==> src/sv/hsvs_pkg.sv <==
// Shared types, codes and constants of the HSV color range segmenter.
package hsvs_pkg;

    // Operation codes
    localparam logic [1:0] OP_CLEAR    = 2'd0;
    localparam logic [1:0] OP_LEARN    = 2'd1;
    localparam logic [1:0] OP_CLASSIFY = 2'd2;
    localparam logic [1:0] OP_NONE     = 2'd3;

    // Hue sector codes (which channel holds the maximum)
    localparam logic [1:0] SEC_RED   = 2'd0;
    localparam logic [1:0] SEC_GREEN = 2'd1;
    localparam logic [1:0] SEC_BLUE  = 2'd2;

    localparam int QUEUE_DEPTH = 2;
    localparam logic [16:0] HUE_SECTOR = 17'd15360;
    localparam logic [16:0] HUE_FULL   = 17'd92160;
    localparam logic [31:0] MARKER_RESET = 32'hFFE600CB;
    localparam int DIV_STEPS = 24;

    typedef struct packed {
        logic [1:0]  operation;
        logic [31:0] pixel;
    } hsvs_in_t;

    typedef struct packed {
        logic [31:0] pixel_out;
        logic        matched;
    } hsvs_out_t;

    // Pre-classified job handed from front to back
    typedef struct packed {
        logic [1:0]  operation;
        logic [31:0] pixel;
        logic [7:0]  max_val;
        logic [7:0]  delta;
        logic [1:0]  sector;
        logic        negative;
        logic [7:0]  abs_num;
    } hsvs_job_t;

endpackage

==> src/sv/hsvs_front.sv <==
// Front end: accepts items, finds max/min, sector and hue numerator.
module hsvs_front (
    input  hsvs_pkg::hsvs_in_t  item,
    input  logic                item_valid,
    output logic                item_ready,
    input  logic                queue_full,
    output logic                push,
    output hsvs_pkg::hsvs_job_t job
);
    import hsvs_pkg::*;

    logic [7:0] red, green, blue, mx, mn, pos, neg;
    logic [1:0] sector;

    // Find extremes and the sector of the maximum
    always_comb
    begin
        red   = item.pixel[7:0];
        green = item.pixel[15:8];
        blue  = item.pixel[23:16];
        mx = (red > green) ? red : green;
        mx = (mx > blue) ? mx : blue;
        mn = (red < green) ? red : green;
        mn = (mn < blue) ? mn : blue;
        if (red == mx)
        begin
            sector = SEC_RED;   pos = green; neg = blue;
        end
        else if (green == mx)
        begin
            sector = SEC_GREEN; pos = blue;  neg = red;
        end
        else
        begin
            sector = SEC_BLUE;  pos = red;   neg = green;
        end
    end

    // Build the job; drop the unused operation code at accept
    always_comb
    begin
        job.operation = item.operation;
        job.pixel     = item.pixel;
        job.max_val   = mx;
        job.delta     = mx - mn;
        job.sector    = sector;
        job.negative  = (pos < neg);
        job.abs_num   = (pos < neg) ? (neg - pos) : (pos - neg);
    end

    assign item_ready = !queue_full;
    assign push = item_valid && item_ready && (item.operation != OP_NONE);

endmodule

==> src/sv/hsvs_queue.sv <==
// Short job queue between front and back.
module hsvs_queue #(
    parameter int DEPTH = hsvs_pkg::QUEUE_DEPTH
) (
    input  logic                clk,
    input  logic                rst_n,
    input  logic                push,
    input  hsvs_pkg::hsvs_job_t wdata,
    input  logic                pop,
    output hsvs_pkg::hsvs_job_t rdata,
    output logic                full,
    output logic                empty
);
    import hsvs_pkg::*;

    localparam int PW = (DEPTH > 1) ? $clog2(DEPTH) : 1;
    localparam int CW = $clog2(DEPTH + 1);

    hsvs_job_t         mem [DEPTH];
    logic [PW-1:0]     wr_ptr_reg, rd_ptr_reg;
    logic [CW-1:0]     count_reg;

    // Store entries
    always_ff @(posedge clk)
    begin
        if (push)
        begin
            mem[wr_ptr_reg] <= wdata;
        end
    end

    // Advance pointers and count
    always_ff @(posedge clk or negedge rst_n)
    begin
        if (!rst_n)
        begin
            wr_ptr_reg <= '0;
            rd_ptr_reg <= '0;
            count_reg  <= '0;
        end
        else
        begin
            if (push)
            begin
                wr_ptr_reg <= (wr_ptr_reg == PW'(DEPTH - 1)) ? '0 : wr_ptr_reg + 1'b1;
            end
            if (pop)
            begin
                rd_ptr_reg <= (rd_ptr_reg == PW'(DEPTH - 1)) ? '0 : rd_ptr_reg + 1'b1;
            end
            if (push && !pop)
            begin
                count_reg <= count_reg + 1'b1;
            end
            else if (pop && !push)
            begin
                count_reg <= count_reg - 1'b1;
            end
        end
    end

    assign rdata = mem[rd_ptr_reg];
    assign full  = (count_reg == CW'(DEPTH));
    assign empty = (count_reg == '0);

endmodule

==> src/sv/hsvs_back.sv <==
// Back end: serial divider for S and H, bound update and result register.
module hsvs_back (
    input  logic                clk,
    input  logic                rst_n,
    input  logic                cfg_we,
    input  logic [31:0]         cfg_data,
    input  logic                queue_empty,
    input  hsvs_pkg::hsvs_job_t job,
    output logic                pop,
    output hsvs_pkg::hsvs_out_t result,
    output logic                result_valid,
    input  logic                result_ready
);
    import hsvs_pkg::*;

    localparam logic [1:0] ST_IDLE  = 2'd0;
    localparam logic [1:0] ST_DIV_S = 2'd1;
    localparam logic [1:0] ST_DIV_H = 2'd2;
    localparam logic [1:0] ST_APPLY = 2'd3;

    logic [1:0]  state_reg, state_next;
    logic [4:0]  cnt_reg;
    logic [23:0] dvd_reg;
    logic [7:0]  rem_reg, divisor_reg;
    logic [16:0] sq_reg;
    hsvs_job_t   job_reg;
    logic [31:0] marker_reg;
    logic        have_sample_reg, hue_known_reg;
    logic [16:0] hue_low_reg, hue_high_reg;
    logic [15:0] sat_low_reg, sat_high_reg;
    logic [7:0]  val_low_reg, val_high_reg;
    hsvs_out_t   result_reg;
    logic        result_valid_reg;

    logic [8:0]  shifted;
    logic        qbit;
    logic [7:0]  rem_new;
    logic [23:0] dvd_new;
    logic        last_step;
    logic [16:0] base, hue, qc;
    logic [15:0] sat;
    logic        hue_ok, hit, out_free, finish;

    // One restoring division step
    always_comb
    begin
        shifted   = {rem_reg, dvd_reg[23]};
        qbit      = (shifted >= {1'b0, divisor_reg});
        rem_new   = qbit ? 8'(shifted - {1'b0, divisor_reg}) : shifted[7:0];
        dvd_new   = {dvd_reg[22:0], qbit};
        last_step = (cnt_reg == 5'(DIV_STEPS - 1));
    end

    // Form hue, saturation and the match
    always_comb
    begin
        case (job_reg.sector)
            SEC_RED:   base = 17'd0;
            SEC_GREEN: base = HUE_SECTOR << 1;
            SEC_BLUE:  base = HUE_SECTOR << 2;
            default:   base = 17'd0;
        endcase
        qc = dvd_reg[16:0] + 17'(job_reg.negative && (rem_reg != 8'd0));
        if (!job_reg.negative)
        begin
            hue = base + qc;
        end
        else if (base >= qc)
        begin
            hue = base - qc;
        end
        else
        begin
            hue = base + HUE_FULL - qc;
        end
        if (job_reg.max_val == 8'd0)
        begin
            sat = 16'd0;
        end
        else
        begin
            sat = sq_reg[16] ? 16'hFFFF : sq_reg[15:0];
        end
        hue_ok = (job_reg.delta != 8'd0);
        hit = have_sample_reg && hue_known_reg && hue_ok
            && hue >= hue_low_reg && hue <= hue_high_reg
            && sat >= sat_low_reg && sat <= sat_high_reg
            && job_reg.max_val >= val_low_reg && job_reg.max_val <= val_high_reg;
        out_free = !result_valid_reg || result_ready;
    end

    // Sequence the work on one job
    always_comb
    begin
        state_next = state_reg;
        pop    = 1'b0;
        finish = 1'b0;
        case (state_reg)
            ST_IDLE:
            begin
                if (!queue_empty)
                begin
                    pop = 1'b1;
                    if (job.operation != OP_CLEAR)
                    begin
                        state_next = ST_DIV_S;
                    end
                end
            end
            ST_DIV_S:
            begin
                if (last_step)
                begin
                    state_next = ST_DIV_H;
                end
            end
            ST_DIV_H:
            begin
                if (last_step)
                begin
                    state_next = ST_APPLY;
                end
            end
            ST_APPLY:
            begin
                if (job_reg.operation != OP_CLASSIFY || out_free)
                begin
                    finish = 1'b1;
                    state_next = ST_IDLE;
                end
            end
            default:
            begin
                state_next = ST_IDLE;
            end
        endcase
    end

    // Datapath registers
    always_ff @(posedge clk)
    begin
        if (state_reg == ST_IDLE && pop)
        begin
            job_reg     <= job;
            dvd_reg     <= {job.delta, 16'd0};
            divisor_reg <= job.max_val;
            rem_reg     <= 8'd0;
            cnt_reg     <= 5'd0;
        end
        else if (state_reg == ST_DIV_S || state_reg == ST_DIV_H)
        begin
            if (last_step && state_reg == ST_DIV_S)
            begin
                sq_reg      <= dvd_new[16:0];
                dvd_reg     <= 24'(job_reg.abs_num) * 24'(HUE_SECTOR);
                divisor_reg <= job_reg.delta;
                rem_reg     <= 8'd0;
                cnt_reg     <= 5'd0;
            end
            else
            begin
                dvd_reg <= dvd_new;
                rem_reg <= rem_new;
                cnt_reg <= cnt_reg + 1'b1;
            end
        end
        if (finish && job_reg.operation == OP_CLASSIFY)
        begin
            result_reg.pixel_out <= hit ? marker_reg : job_reg.pixel;
            result_reg.matched   <= hit;
        end
    end

    // Control, bounds and marker register
    always_ff @(posedge clk or negedge rst_n)
    begin
        if (!rst_n)
        begin
            state_reg        <= ST_IDLE;
            result_valid_reg <= 1'b0;
            marker_reg       <= MARKER_RESET;
            have_sample_reg  <= 1'b0;
            hue_known_reg    <= 1'b0;
            hue_low_reg      <= '0;
            hue_high_reg     <= '0;
            sat_low_reg      <= '0;
            sat_high_reg     <= '0;
            val_low_reg      <= '0;
            val_high_reg     <= '0;
        end
        else
        begin
            state_reg <= state_next;
            if (cfg_we)
            begin
                marker_reg <= cfg_data;
            end
            if (result_valid_reg && result_ready)
            begin
                result_valid_reg <= 1'b0;
            end
            if (finish && job_reg.operation == OP_CLASSIFY)
            begin
                result_valid_reg <= 1'b1;
            end
            // Clear bounds
            if (state_reg == ST_IDLE && pop && job.operation == OP_CLEAR)
            begin
                have_sample_reg <= 1'b0;
                hue_known_reg   <= 1'b0;
                hue_low_reg     <= '0;
                hue_high_reg    <= '0;
                sat_low_reg     <= '0;
                sat_high_reg    <= '0;
                val_low_reg     <= '0;
                val_high_reg    <= '0;
            end
            // Widen bounds with a learned sample
            if (finish && job_reg.operation == OP_LEARN)
            begin
                have_sample_reg <= 1'b1;
                if (!have_sample_reg || sat < sat_low_reg)
                    sat_low_reg <= sat;
                if (!have_sample_reg || sat > sat_high_reg)
                    sat_high_reg <= sat;
                if (!have_sample_reg || job_reg.max_val < val_low_reg)
                    val_low_reg <= job_reg.max_val;
                if (!have_sample_reg || job_reg.max_val > val_high_reg)
                    val_high_reg <= job_reg.max_val;
                if (hue_ok)
                begin
                    hue_known_reg <= 1'b1;
                    if (!hue_known_reg || hue < hue_low_reg)
                        hue_low_reg <= hue;
                    if (!hue_known_reg || hue > hue_high_reg)
                        hue_high_reg <= hue;
                end
            end
        end
    end

    assign result       = result_reg;
    assign result_valid = result_valid_reg;

endmodule

==> src/sv/hsv_color_range_segmenter.sv <==
// Top level of the HSV color range segmenter.
//
// Items arrive on item/item_valid/item_ready: an operation (clear, learn,
// classify) and a packed RGBA pixel. Classify items give one transaction on
// result/result_valid/result_ready: the marker color when the pixel lies in
// the learned hue, saturation and value bounds, else the pixel unchanged.
// Clear and learn give no result; operation code 3 is dropped on accept.
// The marker color is written through cfg_we/cfg_data at any idle time.
//
// A learn or classify item passes through the back end in order: pop, the
// bit-serial divider for saturation, then the divider for hue, then the
// apply step, which registers a classify result. A clear is done at pop.
// The shared divider means the back end works on one pixel at a time. A two-entry
// queue lets the front accept while the back is busy.
// Reset empties the queue and the bounds and loads the default marker.
// When the receiver stalls, the result holds and the back end waits in
// its apply step; the queue then fills and item_ready drops.
module hsv_color_range_segmenter #(
    parameter int QUEUE_DEPTH = hsvs_pkg::QUEUE_DEPTH
) (
    input  logic                clk,
    input  logic                rst_n,
    input  hsvs_pkg::hsvs_in_t  item,
    input  logic                item_valid,
    output logic                item_ready,
    output hsvs_pkg::hsvs_out_t result,
    output logic                result_valid,
    input  logic                result_ready,
    input  logic                cfg_we,
    input  logic [31:0]         cfg_data
);
    import hsvs_pkg::*;

    logic      push, pop, full, empty;
    hsvs_job_t job_in, job_out;

    hsvs_front u_front (
        .item       (item),
        .item_valid (item_valid),
        .item_ready (item_ready),
        .queue_full (full),
        .push       (push),
        .job        (job_in)
    );

    hsvs_queue #(.DEPTH(QUEUE_DEPTH)) u_queue (
        .clk   (clk),
        .rst_n (rst_n),
        .push  (push),
        .wdata (job_in),
        .pop   (pop),
        .rdata (job_out),
        .full  (full),
        .empty (empty)
    );

    hsvs_back u_back (
        .clk          (clk),
        .rst_n        (rst_n),
        .cfg_we       (cfg_we),
        .cfg_data     (cfg_data),
        .queue_empty  (empty),
        .job          (job_out),
        .pop          (pop),
        .result       (result),
        .result_valid (result_valid),
        .result_ready (result_ready)
    );

endmodule

==> config.mk <==
export PLATFORM = sky130hd
export DESIGN_NAME = hsv_color_range_segmenter
export DESIGN_NICKNAME = d
export VERILOG_FILES = /design/src/sv/hsvs_pkg.sv /design/src/sv/hsvs_front.sv /design/src/sv/hsvs_queue.sv /design/src/sv/hsvs_back.sv /design/src/sv/hsv_color_range_segmenter.sv
export SDC_FILE = /design/constraint.sdc
export NUM_CORES = 1
export LEC_CHECK = 0
export BUFFER_PORTS_ARGS = -buffer_cell sky130_fd_sc_hd__buf_2
export CAP_MARGIN = 15
export CORE_MARGIN = 5
export CORE_UTILIZATION = 31
export DETAILED_ROUTE_END_ITERATION = 8
export PLACE_DENSITY_LB_ADDON = 0.1
export SLEW_MARGIN = 10
export SYNTH_ARGS = -nofsm -noshare
export SYNTH_HDL_FRONTEND = slang
export SYNTH_SLANG_ARGS = --single-unit
==> constraint.sdc <==
create_clock -name clk -period 16.9 [get_ports clk]
set_input_delay 0 -clock clk [delete_from_list [all_inputs] [get_ports clk]]
set_output_delay 0 -clock clk [all_outputs]
set_load 0.005 [all_outputs]
# == Yosys cells after proc, flatten, opt, wreduce, memory -nomap -nowiden ==
# Memories as Yosys holds them, arrays and structs flattened.
# Cells that the tools add are included.
# classes
mul,1
eq_ne,18
muxes,69
bitwise_logic,1
reduce_logical,49
order_cmp,19
n_addsub,14
# ops
op,n
$mux W17,10
$mux W8,20
$mux W16,8
$mux W24,3
$lt A8 B8 Y1,4
$mux W32,1
$pmux W16 S2,1
$sub A8 B8 Y8,4
$gt A8 B8 Y1,3
$logic_and A1 B1 Y1,19
$mux W2,9
$add A16 B17 Y17,1
$add A16 B17 Y17 const B,1
$add A17 B1 Y17,1
$ge A16 B17 Y1,1
$ge A17 B17 Y1,1
$gt A17 B17 Y1,1
$le A17 B17 Y1,1
$lt A17 B17 Y1,1
$sub A16 B17 Y17,1
$sub A17 B17 Y17,1
$eq A8 B8 Y1,2
$ge A16 B16 Y1,1
$gt A16 B16 Y1,1
28 further kinds,75
# totals
regBits,279
n_memories,1
word_cells,201
input_bits,71
ramBits,122
# memory_table
memory,depth,width,read_ports,rd_clocked_by_memory_dff,wr,line,text
u_queue.mem,2,61,1,0,1,hsvs_queue.sv:19,hsvs_job_t mem [DEPTH];

# == Logic depth before layout (Yosys ltp) ==
# Gate-level depths: netlist (run 1).
# logic_depth
depth_word,14
depth_mapped,35

# == By module ==
# From an unflattened synthesis (run 1), not the netlist that was laid out.
# hier_totals
hier_cells,2119
hier_area_um2,23416.2
# modules_own_cells
mod,seq_area_each_um2,area_each_um2,cells_per_inst,n_inst
hsvs_back,7394.6,15318.4,1433,1
hsvs_queue,3763.6,4889.7,206,1
hsvs_front,0.0,3208.1,480,1

# == Least setup slack after synthesis (run 1) ==
# No wires, ideal clock.
# synth_timing
kind,input -> register
start,input item[13] (netlist name)
end,"memory u_queue.mem[0][5] (netlist name), data pin"
arrival_time_ns,6.647
path_buffers,6
required_ns,16.632
setup_slack_ns,9.985
path_stages,33
path_cell_list,clkbuf_1 inv_1 ha_1 nand4_1 nor2_1 a211o_1 nand2_1 clkbuf_1 o21ai_0 ha_1 nand4_1 nor2_1 a21oi_1 or2_1 buf_2 clkbuf_1 nand3_1 a2bb2oi_1 nor4b_4 buf_2 mux2_2 mux2_2 ha_1 nor2b_1 o21ai_0 a21oi_1 o21ai_0 a211oi_1 clkbuf_1 mux2i_1 o21ai_0 a311oi_1 xnor2_1
# synth_rtl
element,line,text
from (decl),hsv_color_range_segmenter.sv:23,"input hsvs_pkg::hsvs_in_t item,"
to (decl),hsvs_queue.sv:19,

==> results.cfg, run 1 <==
[logic_synthesis]
synth_edf_count = 249
synthCells = 1967
ys_seq_area_frac = 0.496
netlist-cell-type-count = 79
ys_ff_latch = 401
synth_nets = 2237
avgSynthCellArea_sq_um = 11.4
ys_warn_count = 0
synth_ff_type = edfxtp_1
netlist_area_sq_um = 22500
synthArstFlopShare = 0.307

[floorplan]
die_w_microns = 279
boundaryPins = 106
dieArea_sq_um = 78100
start_util = 0.314
core_sq_um = 71700
fp-row-count = 98
fp.dieH_microns = 279

[power]
switching_share = 0.398
power.internal_uw = 3160
clock_power_share = 0.202
p_seq_frac = 0.302
netSwitchingPower_uw = 2100
power_uw = 5260
irDropWorstVdd_uv = 135
power_frac_comb = 0.496
leakagePower_uw = 0.0110
p_per_area_nw_per_um2 = 199

[global_route]
grt_pass1_wl_mm = 90.2
grt_pass1_vias = 15700
grt_overflow = 0
grt_max_degree = 85
antenna_found_initial = 2
grt.total_usage = 0.144

[clock_network]
cts_sinks = 401
clk-insertion-delay-late_ns = 0.58
path_clk_slew_ns = 0.06
cts_tree = built
root_buffer = clkbuf_16
cts_max_path_buffers = 3
cts_inserted_buffers = 48
htreeDepth = 2

[routing]
wire_per_inst_microns = 18.1
wirelength_mm = 56.5
vias = 14900
ant_nets = 0
firstDrtPassIters = 6
viasPerCell = 4.78
drt_iter0_markers = 720
route.detailed.drc = 0

[finish]
postLayoutCoreUtil = 0.368
area_growth_pct = 17.3
nNetsFinal = 2403
largest_reg_flops = 122
final_common_cell = edfxtp_1
layout_common_cells = edfxtp_1, nand2_1, inv_1, ha_1, mux2_2
nFillCells = 7085
final_layout_size_suffix_gt1_frac = 0.183

[setup_path]
path_class = primary input to flop
startpoint_type = primary input
endpoint_kind = flop
cp_common_cell = o21ai_0
path_buf_inv = 4
worst_ep_required_time_ns = 17.21
slowest_stage = a211oi_2
crit_family = compound AO/OA/AOI/OAI gates
slowest_delay_ns = 0.79
cp.arrival_ns = 8.45
path_max_fanout = 31

[run_status]
status = completed

[timing]
skew_ns = 0.0162
post-route-min-period_ns = 8.14
setup_violations = 0
period_share = 0.482
tightest_slew_ns = 1.10
maxSlewViolCount = 0
hold_viol_final = 0
fin_ws_ns = 8.76
fmax_ghz = 0.123
relSlewSlack = 0.264
rsz0062_at_grt = no
setup_tns_ns = 0

[placement]
place_ws_ns = 8.72
portBuffers = 105
hpwl_mm = 40.1
gp_congestion = 0.823

[job]
maxCapViolCount = 0

[worst_hold_path]
hold_class = primary input to async pin
## worst reg2reg max path: stages, from the launching register on
cell and delay, ns:
edfxtp_1 0.83, a21boi_0 0.27, ha_1 0.36, ha_1 0.61
nand4_1 0.20, xnor2_1 0.37, inv_1 0.09, ha_1 0.24
o21ai_0 0.18, a21oi_1 0.10, o211a_2 0.27, a311oi_4 0.48
mux2i_1 0.43, o21ai_0 0.18, xnor2_1 0.32, inv_1 0.12
ha_1 0.30, nor2b_1 0.13, o21ai_0 0.16, a31oi_1 0.10
o21ai_0 0.38, o2111ai_1 0.19, nor2_1 0.17, nand3_2 0.74
mux2_2 0.61
## cell usage after synthesis, types with 7 or more instances
| cell type | number | share of area |
|---|---|---|
| nor4_1 | 11 | 0.0031 |
| a31oi_1 | 10 | 0.0028 |
| a21o_1 | 28 | 0.0093 |
| a21oi_1 | 68 | 0.015 |
| clkbuf_1 | 51 | 0.0085 |
| dfxtp_1 | 29 | 0.026 |
| buf_2 | 11 | 0.0024 |
| mux2_2 | 162 | 0.081 |
| nand2_1 | 188 | 0.031 |
| xnor2_1 | 48 | 0.019 |
| nor2b_1 | 21 | 0.0058 |
| nand4_1 | 30 | 0.0083 |
| o21a_1 | 19 | 0.0063 |
| xor2_1 | 39 | 0.015 |
| a22o_1 | 13 | 0.0051 |
| edfxtp_1 | 249 | 0.33 |
| o21bai_1 | 7 | 0.0023 |
| dfstp_2 | 18 | 0.021 |
| inv_1 | 180 | 0.030 |
| mux2i_1 | 91 | 0.040 |
| ha_1 | 180 | 0.10 |
| fa_1 | 19 | 0.017 |
| buf_1 | 9 | 0.0015 |
| dfrtp_1 | 105 | 0.12 |
| o21ai_0 | 124 | 0.028 |
| nor3_1 | 20 | 0.0044 |
| nand3_1 | 44 | 0.0098 |
| nor2_1 | 64 | 0.011 |
| nand2b_1 | 15 | 0.0042 |
## metal layers
layer	GRT usage	wire length, microns
met3	0.0182	1330
met5	0	0
met1	0.195	26500
met4	0.0318	982
met2	0.248	27700
## cell families after synthesis
logic type | Yosys count | synth area share
DFF | 401 | 0.496
AOI/OAI and AO/OA | 341 | 0.0958
xor gates and xnor gates | 88 | 0.0346
muxes | 253 | 0.122
buffers and inverters | 255 | 0.0438
adders and majority gates | 199 | 0.117
and+or+nand+nor | 430 | 0.0916
## metrics by stage
step | hold WS, ns | cell area, sq um | cells
after detailed placement | 0.0789 | 24100 | 2964
after floorplan | -0.296 | 22500 | 1967
after global routing | 0.0844 | 26400 | 3122
after CTS | 0.0145 | 26400 | 3122
final | 0.0231 | 26400 | 3123
after global placement | 0.0805 | 24100 | 2964
## path summary, 6_finish.rpt
path,startpoint,cells past startpoint,slack [ns],to
worst max-delay path,item[15],30,8.76,u_queue.mem[1][5]
worst min-delay path,rst_n,2,0.02,u_back.hue_high_reg[11]
worst max register to register,u_back.job_reg[8],24,8.81,u_back.result[12]
worst min register to register,u_back.hue_high_reg[12],2,0.50,u_back.hue_high_reg[12]
max in group asynchronous,rst_n,3,15.42,u_queue.rd_ptr_reg
min in group clk,item[29],2,0.17,u_queue.mem[0][56]
## area by class of cell
type                            count  area [sq um]  share of cell area
Antenna cell                        1          2.50           0.0000948
Sequential cell                   401         11200               0.423
Timing Repair Buffer              190          1340              0.0508
Multi-Input combinational cell   1311         10400               0.394
Tap cell                          950          1190              0.0450
Clock buffer                       64          1350              0.0512
Clock inverter                     25           283              0.0107
Inverter                          181           681              0.0258
## power groups by stage
| stage | clock [uW] | combinational (uW) | sequential (uW) |
|---|---|---|---|
| floorplan | 0 | 1960 | 1540 |
| global placement | 0 | 2620 | 1610 |
| detailed placement | 0 | 2630 | 1610 |
| CTS | 1100 | 2660 | 1600 |
| global route | 1140 | 2990 | 1620 |
| finish | 1060 | 2610 | 1590 |
## what timing repair did
action	in CTS	in global routing
hold buffers	69	0
gates resized for setup	0	0
setup endpoints to repair	0	0
endpoints found under the hold margin	171	0
buffers inserted	0	0
Power figures use the tool's default switching activity.
==> run 2, diff against run 1 <==
clock period = 6.9 ns   (was 16.9 ns; I/O delays follow)
==> run 2 against run 1 <==
Count of clock-buffer cells in the layout decreased by 5. Critical path type unchanged. Highest routed layer unchanged. Final area increased by 2.0%. Clock power increased by 150%. Utilization increased by 0.74 points. Sequential cell count unchanged. Largest power group unchanged. Critical endpoint is now u_queue.mem[0][6].
==> results.cfg, run 2 (synthesis results as in run 1) <==
[power]
p_seq_frac = 0.296
clock_power_share = 0.202
switching_share = 0.397
power.internal_uw = 7830
p_per_area_nw_per_um2 = 482
netSwitchingPower_uw = 5160
leakagePower_uw = 0.0114
power_frac_comb = 0.502
irDropWorstVdd_uv = 297

[finish]
postLayoutCoreUtil = 0.376
layout_common_cells = edfxtp_1, nand2_1, inv_1, ha_1, mux2_2
final_layout_size_suffix_gt1_frac = 0.211
final_common_cell = edfxtp_1
area_growth_pct = 19.7
multiInputGateArea_sq_um = 10400
diodes = 0
nFillCells = 7065
seq_area_sq_um = 11200
largest_reg_flops = 122
final_area_sq_um = 26900
nNetsFinal = 2466

[global_route]
grt.total_usage = 0.146
grt_pass1_vias = 16100
antenna_found_initial = 0
grt_overflow = 0
grt_max_degree = 85
grt_pass1_wl_mm = 92.2

[clock_network]
clk-insertion-delay-late_ns = 0.58
cts_max_path_buffers = 3
path_clk_slew_ns = 0.06
cts_tree = built
cts_inserted_buffers = 49
htreeDepth = 2
cts_sinks = 401
root_buffer = clkbuf_16

[setup_path]
worst_ep_required_time_ns = 7.22
slowest_delay_ns = 0.55
cp.arrival_ns = 6.86
path_buf_inv = 6
path_class = primary input to flop
crit_family = compound AO/OA/AOI/OAI gates
startpoint_type = primary input
path_max_fanout = 13
slowest_stage = dlygate4sd3_1
endpoint_kind = flop

[timing]
fmax_ghz = 0.153
maxSlewViolCount = 0
fin_ws_ns = 0.360
hold_viol_final = 0
skew_ns = 0.0128
setup_violations = 0
period_share = 0.948
tightest_slew_ns = 1.02
post-route-min-period_ns = 6.54
relSlewSlack = 0.322

[routing]
drt_iter0_markers = 669
firstDrtPassIters = 4
ant_nets = 0
viasPerCell = 4.79
route.detailed.drc = 0
vias = 15300
wire_per_inst_microns = 18.1
wirelength_mm = 57.7

[floorplan]
dieArea_sq_um = 78100
boundaryPins = 106
core_sq_um = 71700
fp.dieH_microns = 279
start_util = 0.314
die_w_microns = 279
fp-row-count = 98

[placement]
hpwl_mm = 41.5
place_ws_ns = 0.123
gp_congestion = 0.872
postPlaceCellArea_sq_um = 24500
portBuffers = 105

[run_status]
status = completed

[job]
maxCapViolCount = 0

[worst_hold_path]
hold_class = primary input to async pin
==> run 2: layout make-up <==
| class | count | share of cell area |
|---|---|---|
| flip-flops and latches | 401 | 0.414 |
| multi-input cells | 1311 | 0.387 |
| repair buffers | 252 | 0.0682 |
| clock buffers | 59 | 0.0492 |
| well taps | 950 | 0.0441 |
| inverters | 181 | 0.0253 |
| clock inverters | 33 | 0.0117 |
==> run 2: worst paths after layout <==
path | to | start | depth (start not counted) | slack (ns)
max | u_queue.mem[0][6] | item[9] | 33 | 0.36
min | u_back.hue_low_reg[10] | rst_n | 2 | 0.03
max reg2reg | u_back.result[15] | u_back.rem_reg[0] | 28 | 0.54
min reg2reg | u_back.rem_reg[7] | u_back.rem_reg[7] | 2 | 0.50
max in group asynchronous | u_back.marker_reg[19] | rst_n | 3 | 5.52
min in group clk | u_queue.mem[0][52] | item[25] | 2 | 0.14
==> run 2: through the flow <==
step	hold slack, ns	setup TNS (ns)	total power (uW)	cells
2_1_floorplan	-0.296	0	8570	1967
3_3_place_gp	0.0836	0	10400	3022
3_5_place_dp	0.0964	0	10400	3022
4_1_cts	0.0214	0	13200	3183
5_1_grt	0.0888	-0.205	14200	3187
6_report	0.0311	0	13000	3187
==> run 2: power by group through the flow <==
stage	registers (uW)	clock network, uW	logic (uW)
finish	3840	2620	6520
global route	3930	2820	7460
CTS	3850	2720	6630
detailed placement	3900	0	6550
global placement	3890	0	6520
floorplan	3770	0	4790
==> run 2: what timing repair did <==
| action | 4_1_cts | 5_1_grt |
|---|---|---|
| buffers inserted | 0 | 4 |
| resized for setup | 0 | 14 |
| setup endpoints to repair | 0 | 44 |
| hold buffers | 69 | 0 |
| hold endpoints to repair | 169 | 0 |
==> run 2: per-layer routing <==
metal,share of wire,up-vias,track usage
li1,-,7511,-
met1,0.46,7515,0.195
met2,0.49,161,0.255
met3,0.026,68,0.0212
met4,0.019,0,0.0313
met5,0,-,0
